### src/hdl/mwm_pkg.sv
// Shared constants and stage types for the mecanum wheel mixer.
`timescale 1ns / 1ps

package mwm_pkg;

    // Fixed-point scaling: 1.0 == 2**FRAC_BITS.
    localparam int unsigned FRAC_BITS = 14;
    localparam int unsigned ONE       = 32'd1 << FRAC_BITS;

    localparam int unsigned CMD_W     = 16;
    localparam int unsigned SEL_W     = 2;
    localparam int unsigned PWM_W     = 16;
    localparam int unsigned NUM_WHEEL = 4;

    // Sum of three commands, its magnitude, and the restoring remainder (< 2 * max).
    localparam int unsigned SUM_W = CMD_W + 2;
    localparam int unsigned MAG_W = SUM_W - 1;
    localparam int unsigned REM_W = MAG_W + 1;

    // Quotient |s| * ONE / max never exceeds ONE, so FRAC_BITS + 1 bits.
    localparam int unsigned QW            = FRAC_BITS + 1;
    localparam int unsigned STEPS_PER_STG = 3;
    localparam int unsigned DIV_STG       = (QW + STEPS_PER_STG - 1) / STEPS_PER_STG;

    // Sum, magnitude, max, divider stages, output register.
    localparam int unsigned NSTG = DIV_STG + 4;

    // Wheel lanes.
    localparam int unsigned LF = 0;
    localparam int unsigned LR = 1;
    localparam int unsigned RF = 2;
    localparam int unsigned RR = 3;

    typedef enum logic [SEL_W-1:0] {
        WS_ALL   = 2'd0,
        WS_REAR  = 2'd1,
        WS_FRONT = 2'd2,
        WS_NONE  = 2'd3
    } t_wheel_set;

    typedef logic signed [SUM_W-1:0] t_sum;
    typedef logic        [MAG_W-1:0] t_mag;

    typedef struct {
        t_sum             sum [NUM_WHEEL];
        logic [SEL_W-1:0] sel;
    } t_s1;

    typedef struct {
        t_sum             sum [NUM_WHEEL];
        t_mag             mag [NUM_WHEEL];
        t_mag             m01;
        t_mag             m23;
        logic [SEL_W-1:0] sel;
    } t_s2;

    typedef struct {
        t_sum             sum;
        logic [REM_W-1:0] rem;
        logic [QW-1:0]    quo;
    } t_lane;

    typedef struct {
        t_lane            lane [NUM_WHEEL];
        t_mag             mmax;
        logic             big;
        logic [SEL_W-1:0] sel;
    } t_ditem;

endpackage

### src/hdl/mecanum_wheel_mixer.sv
// Mecanum wheel mixer: four wheel sums normalized by the largest magnitude when it exceeds 1.0.
//
// Input channel: i_valid / o_stall with drive, strafe, rotate commands
// (signed, 1.0 = 2**FRAC_BITS) and a wheel-set code. A beat is taken on a
// rising edge with i_valid high and o_stall low.
// Output channel: o_valid / i_stall with four signed motor commands; a beat
// leaves on a rising edge with o_valid high and i_stall low.
// Stages: wheel sums, magnitudes and pairwise max, overall max, then
// the restoring divider at three quotient bits per stage, then the output
// register. Four divider lanes run side by side.
// Throughput: one beat per cycle while the output is not held.
// Stall: each stage holds its beat while the stage after it is full and
// held; empty stages keep filling, so o_stall only rises once every stage
// is occupied and the output is held.
// Reset (synchronous, active low) clears all valid bits; nothing else is
// carried from one beat to the next.
`timescale 1ns / 1ps

module mecanum_wheel_mixer (
    input  logic                                i_clk,
    input  logic                                i_rst_n,
    input  logic                                i_valid,
    output logic                                o_stall,
    input  logic signed [mwm_pkg::CMD_W-1:0]    i_drive_cmd,
    input  logic signed [mwm_pkg::CMD_W-1:0]    i_strafe_cmd,
    input  logic signed [mwm_pkg::CMD_W-1:0]    i_rotate_cmd,
    input  logic        [mwm_pkg::SEL_W-1:0]    i_wheel_set,
    output logic                                o_valid,
    input  logic                                i_stall,
    output logic signed [mwm_pkg::PWM_W-1:0]    o_left_front_pwm,
    output logic signed [mwm_pkg::PWM_W-1:0]    o_left_rear_pwm,
    output logic signed [mwm_pkg::PWM_W-1:0]    o_right_front_pwm,
    output logic signed [mwm_pkg::PWM_W-1:0]    o_right_rear_pwm
);
    import mwm_pkg::*;

    logic [NSTG-1:0] r_v;
    logic [NSTG-1:0] en;

    t_s1    r_s1, n_s1;
    t_s2    r_s2, n_s2;
    t_ditem r_s3, n_s3;
    t_ditem r_div [DIV_STG];
    t_ditem n_div [DIV_STG];
    t_ditem w_src [DIV_STG];

    logic signed [PWM_W-1:0] r_pwm [NUM_WHEEL];
    logic signed [PWM_W-1:0] n_pwm [NUM_WHEEL];

    // A stage may load when it is empty or its contents move on.
    always_comb begin
        en[NSTG-1] = !r_v[NSTG-1] || !i_stall;
        for (int k = NSTG - 2; k >= 0; k--) begin
            en[k] = !r_v[k] || en[k+1];
        end
    end

    assign o_stall = !en[0];
    assign o_valid = r_v[NSTG-1];

    always_ff @(posedge i_clk) begin
        if (!i_rst_n) begin
            r_v <= '0;
        end else begin
            if (en[0]) begin
                r_v[0] <= i_valid;
            end
            for (int k = 1; k < NSTG; k++) begin
                if (en[k]) begin
                    r_v[k] <= r_v[k-1];
                end
            end
        end
    end

    // Stage 1: wheel sums.
    always_comb begin
        t_sum d;
        t_sum s;
        t_sum r;
        d = SUM_W'(i_drive_cmd);
        s = SUM_W'(i_strafe_cmd);
        r = SUM_W'(i_rotate_cmd);
        n_s1.sum[LF] = r + d + s;
        n_s1.sum[LR] = r + d - s;
        n_s1.sum[RF] = r - d + s;
        n_s1.sum[RR] = r - d - s;
        n_s1.sel     = i_wheel_set;
    end

    // Stage 2: magnitudes and pairwise max.
    always_comb begin
        t_sum neg;
        n_s2.sum = r_s1.sum;
        n_s2.sel = r_s1.sel;
        for (int w = 0; w < NUM_WHEEL; w++) begin
            neg = -r_s1.sum[w];
            n_s2.mag[w] = r_s1.sum[w][SUM_W-1] ? neg[MAG_W-1:0] : r_s1.sum[w][MAG_W-1:0];
        end
        n_s2.m01 = (n_s2.mag[LF] > n_s2.mag[LR]) ? n_s2.mag[LF] : n_s2.mag[LR];
        n_s2.m23 = (n_s2.mag[RF] > n_s2.mag[RR]) ? n_s2.mag[RF] : n_s2.mag[RR];
    end

    // Stage 3: overall max, normalize flag, divider seed.
    always_comb begin
        n_s3.mmax = (r_s2.m01 > r_s2.m23) ? r_s2.m01 : r_s2.m23;
        n_s3.big  = 32'(n_s3.mmax) > 32'(ONE);
        n_s3.sel  = r_s2.sel;
        for (int w = 0; w < NUM_WHEEL; w++) begin
            n_s3.lane[w].sum = r_s2.sum[w];
            n_s3.lane[w].rem = REM_W'(r_s2.mag[w]);
            n_s3.lane[w].quo = '0;
        end
    end

    always_ff @(posedge i_clk) begin
        if (en[0]) begin
            r_s1 <= n_s1;
        end
        if (en[1]) begin
            r_s2 <= n_s2;
        end
        if (en[2]) begin
            r_s3 <= n_s3;
        end
    end

    // Restoring division |s| * ONE / max; remainder stays below max.
    // The first step compares without shifting since |s| <= max.
    for (genvar d = 0; d < DIV_STG; d++) begin : g_div
        if (d == 0) begin : g_first
            always_comb w_src[d] = r_s3;
        end else begin : g_next
            always_comb w_src[d] = r_div[d-1];
        end

        always_comb begin
            logic [REM_W-1:0] cand;
            logic [REM_W-1:0] den;
            logic             ge;
            n_div[d] = w_src[d];
            den      = REM_W'(w_src[d].mmax);
            for (int w = 0; w < NUM_WHEEL; w++) begin
                for (int t = 0; t < STEPS_PER_STG; t++) begin
                    if (d * STEPS_PER_STG + t < QW) begin
                        if (d * STEPS_PER_STG + t == 0) begin
                            cand = n_div[d].lane[w].rem;
                        end else begin
                            cand = {n_div[d].lane[w].rem[REM_W-2:0], 1'b0};
                        end
                        ge = cand >= den;
                        n_div[d].lane[w].rem = ge ? cand - den : cand;
                        n_div[d].lane[w].quo = {n_div[d].lane[w].quo[QW-2:0], ge};
                    end
                end
            end
        end

        always_ff @(posedge i_clk) begin
            if (en[3+d]) begin
                r_div[d] <= n_div[d];
            end
        end
    end

    // Output stage: wheel select, sign restore, pass-through when max <= 1.0.
    always_comb begin
        t_ditem             src;
        logic               use_front;
        logic               use_rear;
        logic               sel_w;
        logic signed [QW:0] sq;
        src       = r_div[DIV_STG-1];
        use_front = (src.sel == WS_ALL) || (src.sel == WS_FRONT);
        use_rear  = (src.sel == WS_ALL) || (src.sel == WS_REAR);
        for (int w = 0; w < NUM_WHEEL; w++) begin
            sel_w = (w == LF || w == RF) ? use_front : use_rear;
            sq    = $signed({1'b0, src.lane[w].quo});
            if (src.lane[w].sum[SUM_W-1]) begin
                sq = -sq;
            end
            if (!sel_w) begin
                n_pwm[w] = '0;
            end else if (!src.big) begin
                n_pwm[w] = PWM_W'(src.lane[w].sum);
            end else begin
                n_pwm[w] = PWM_W'(sq);
            end
        end
    end

    always_ff @(posedge i_clk) begin
        if (en[NSTG-1]) begin
            r_pwm <= n_pwm;
        end
    end

    assign o_left_front_pwm  = r_pwm[LF];
    assign o_left_rear_pwm   = r_pwm[LR];
    assign o_right_front_pwm = r_pwm[RF];
    assign o_right_rear_pwm  = r_pwm[RR];

endmodule

### config.mk
export PLATFORM = sky130hd
export DESIGN_NAME = mecanum_wheel_mixer
export DESIGN_NICKNAME = d
export VERILOG_FILES = /design/src/hdl/mwm_pkg.sv /design/src/hdl/mecanum_wheel_mixer.sv
export SDC_FILE = /design/constraint.sdc
export NUM_CORES = 2
export LEC_CHECK = 0
export BUFFER_PORTS_ARGS = -buffer_cell sky130_fd_sc_hd__buf_4
export CELL_PAD_IN_SITES_DETAIL_PLACEMENT = 1
export CELL_PAD_IN_SITES_GLOBAL_PLACEMENT = 2
export CORE_ASPECT_RATIO = 2
export CORE_UTILIZATION = 40
export CTS_CLUSTER_DIAMETER = 100
export DETAILED_ROUTE_END_ITERATION = 12
export PLACE_DENSITY = 0.76
export SKIP_LAST_GASP = 1
export SLEW_MARGIN = 20
export SYNTH_ARGS = -nofsm -noshare
export SYNTH_HDL_FRONTEND = slang
export SYNTH_SLANG_ARGS = --single-unit
### constraint.sdc
create_clock -name i_clk -period 17.3 [get_ports i_clk]
set_clock_uncertainty 0.15 [all_clocks]
set_input_delay 1.73 -clock i_clk [delete_from_list [all_inputs] [get_ports i_clk]]
set_output_delay 1.73 -clock i_clk [all_outputs]
set_load 0.02 [all_outputs]
==> flow_summary.yaml <==
cells_and_area:
  multi_input_area_sq_mm: 0.06059
  mostFrequentLayoutCells: "edfxtp_1 (1315), ha_1 (1135), a21oi_1 (778)"
  drive_gt1_frac: 0.1129
  final-seq-area_sq_mm: 0.03967
  final_common_cell: "edfxtp_1"
  nets: 11570
  syn_to_final_growth_pct: 9.728
  n_fill_cell: 28390
yosys:
  yosysTopAreaCell: "edfxtp_1"
  seq_area_frac_synth: 0.3860
  synth-edff-count: 1315
  ys.flop_type: "edfxtp_1"
  ys_seq_elements: 1324
  async_reset_ff_frac: 0
  synth_nets: 11350
  synthCells: 10130
  synth_cell_types: 112
  yosysTopAreaCellShare: 0.3843
  synthTopCellsByArea: "edfxtp_1 (38%), ha_1 (14%), mux2_2 (5.6%)"
  avgSynthCellArea_sq_um: 10.15
  synth_warnings: 0
  synth.cell_area_sq_mm: 0.1028
setup_path:
  startpoint_type: "flip-flop"
  regToRegEndpoint: "r_div[0][818]"
  worstSetupPathType: "flip-flop to flip-flop"
  path_buf_inv: 4
  required_ns: 17.63
  critPathTopFamily: "compound AO/OA/AOI/OAI gates"
  crit_path_start: "r_div[0][451]"
  worst_path_most_repeated_cell: "buf_4"
  worstPathMaxFanout: 32
  path_depth: 32
  critPathCapture: "r_div[0][818]"
  r2r-start: "r_div[0][451]"
  max_stage_delay_ns: 0.84
  r2r_setup_slack_ns: 6.40
  rr_worst_depth: 32
  end_kind: "flip-flop"
  cp.arrival_ns: 11.23
  crit_slowest_cell: "o31ai_4"
sta:
  rsz0062_at_grt: "no"
  period_share: 0.6303
  tightest_slew_ns: 1.208
  hold_viol: 0
  setup_tns_ns: 0
  min_period_ns: 10.90
  fmax_mhz: 91.71
  slew_viol_final: 0
  setup_viol: 0
  slew_headroom: 0.1886
floorplanning:
  fp-row-count: 262
  initial_utilization: 0.4029
  die_height_microns: 718.8
  fp.dieArea_sq_mm: 0.2591
  ios: 120
  core_area_sq_mm: 0.2550
  die-width_microns: 360.4
global_routing:
  antenna_found_initial: 32
  track_usage: 0.2912
  grt_use_met2: 0.5761
  grt_pass1_vias: 88850
  grt_max_degree: 101
  grt_use_met3: 0.03065
  overflow: 0
  grt_pass1_wl_microns: 560500
  top_usage_layer: "met2"
  use_met1: 0.2394
cts:
  cts_resized: 0
  insertion_delay_ns: 0.83
  h-tree-depth: 3
  clock_sinks: 1324
  post_cts_buffers: 0
  clk_path_buf_depth: 3
  path_clk_slew_ns: 0.07
  clockRootBuffer: "clkbuf_16"
  cts_hold_buf: 0
  cts_buffers: 119
  cts_tree: "yes"
drt:
  drtAntennaViolNets: 0
  drc: 0
  routed_via_density: 5.888
  first_iter_violations: 3366
  drt-pass1-iter-count: 5
  vias: 81460
  wl_microns: 385300
  wire_per_inst_microns: 27.85
outcome:
  status: "finished, final reports clean"
placement:
  io_buffers: 119
  post-dp-hpwl_microns: 316000
  place.gp.congestion: 0.9709
job:
  maxCapViolations: 0
hold_path:
  holdCritPathClass: "flip-flop to flip-flop"
synthesized netlist by cell type (129+ instances only):
library cell and n:
a21o_1 292, a21oi_1 781, clkbuf_1 129, edfxtp_1 1315, ha_1 1135, inv_1 504, mux2_2 510, nand2_1 635
nand2b_1 168, nand3_1 165, nor2_1 758, nor2b_1 158, nor3_1 211, o21a_1 173, o21ai_0 592, xnor2_1 568
xor2_1 315
how the worst min path moves through the flow:
| stage | start | slack (ns) | cells after the start | endpoint |
|---|---|---|---|---|
| after floorplan | n_s3[105] | 0.25 | 0 | n_div[1001] |
| after global placement | n_s3[95] | 0.25 | 0 | r_s3[95] |
| after detailed placement | r_div[0][521] | 0.26 | 0 | r_div[0][748] |
| after CTS | n_div[1106] | 0.21 | 0 | r_div[0][210] |
| after global routing | n_div[1106] | 0.21 | 0 | r_div[0][210] |
| final | n_div[1106] | 0.22 | 0 | r_div[0][210] |
metal layers:
metal / vias up / share of wire
met2: 1613 / 0.55
li1: 38500 / -
met3: 1081 / 0.024
met1: 40260 / 0.31
met5: - / 0.000086
met4: 6 / 0.12
sequential cells by signal, summed over array words and instances (netlist names):
name               count
o_left_rear_pwm       16
o_right_rear_pwm      16
n_s2                  72
r_div                865
o_left_front_pwm      16
n_div                 69
n_s3                 132
o_right_front_pwm     16
r_s2                  32
r_v                    9
g_div.$5.den          17
r_s3                  64
cell families (layout without fill, tap and decap cells):
kind of cell | Yosys count | after routing | share of synthesized area
AOI/OAI and AO/OA | 2801 | 2801 | 0.1777
xor gates and xnor gates | 883 | 883 | 0.07526
adders and majority gates | 1165 | 1165 | 0.1440
buffers and inverters | 701 | 1027 | 0.02636
DFF | 1324 | 1324 | 0.3860
muxes | 607 | 607 | 0.06572
other | 0 | 82 | 0
and+or+nand+nor | 2646 | 2646 | 0.1249
per-stage QoR:
| step | instance area (sq um) | instances | setup slack [ns] | utilization | hold WS (ns) |
|---|---|---|---|---|---|
| 2_1_floorplan | 102800 | 10130 | 7.962 | - | 0.2503 |
| 3_3_place_gp | 108400 | 13530 | 6.093 | 0.4252 | 0.2508 |
| 3_5_place_dp | 108500 | 13530 | 6.376 | 0.4253 | 0.2551 |
| 4_1_cts | 112500 | 13750 | 6.404 | 0.4413 | 0.2103 |
| 5_1_grt | 112800 | 13830 | 5.702 | 0.4421 | 0.2109 |
| 6_report | 112800 | 13840 | 6.396 | 0.4421 | 0.2230 |
area by class of cell:
class,instances,share of cell area
multi-input combinational,8102,0.5373
antenna,82,0.001820
inverter,517,0.01745
clock buffer,127,0.02667
sequential,1324,0.3518
clock inverter,98,0.009354
tap,3300,0.03662
timing repair buffer,285,0.01897
Power is not shown: default switching activity piles up to over one toggle a cycle in this logic, so the estimate is an artifact.
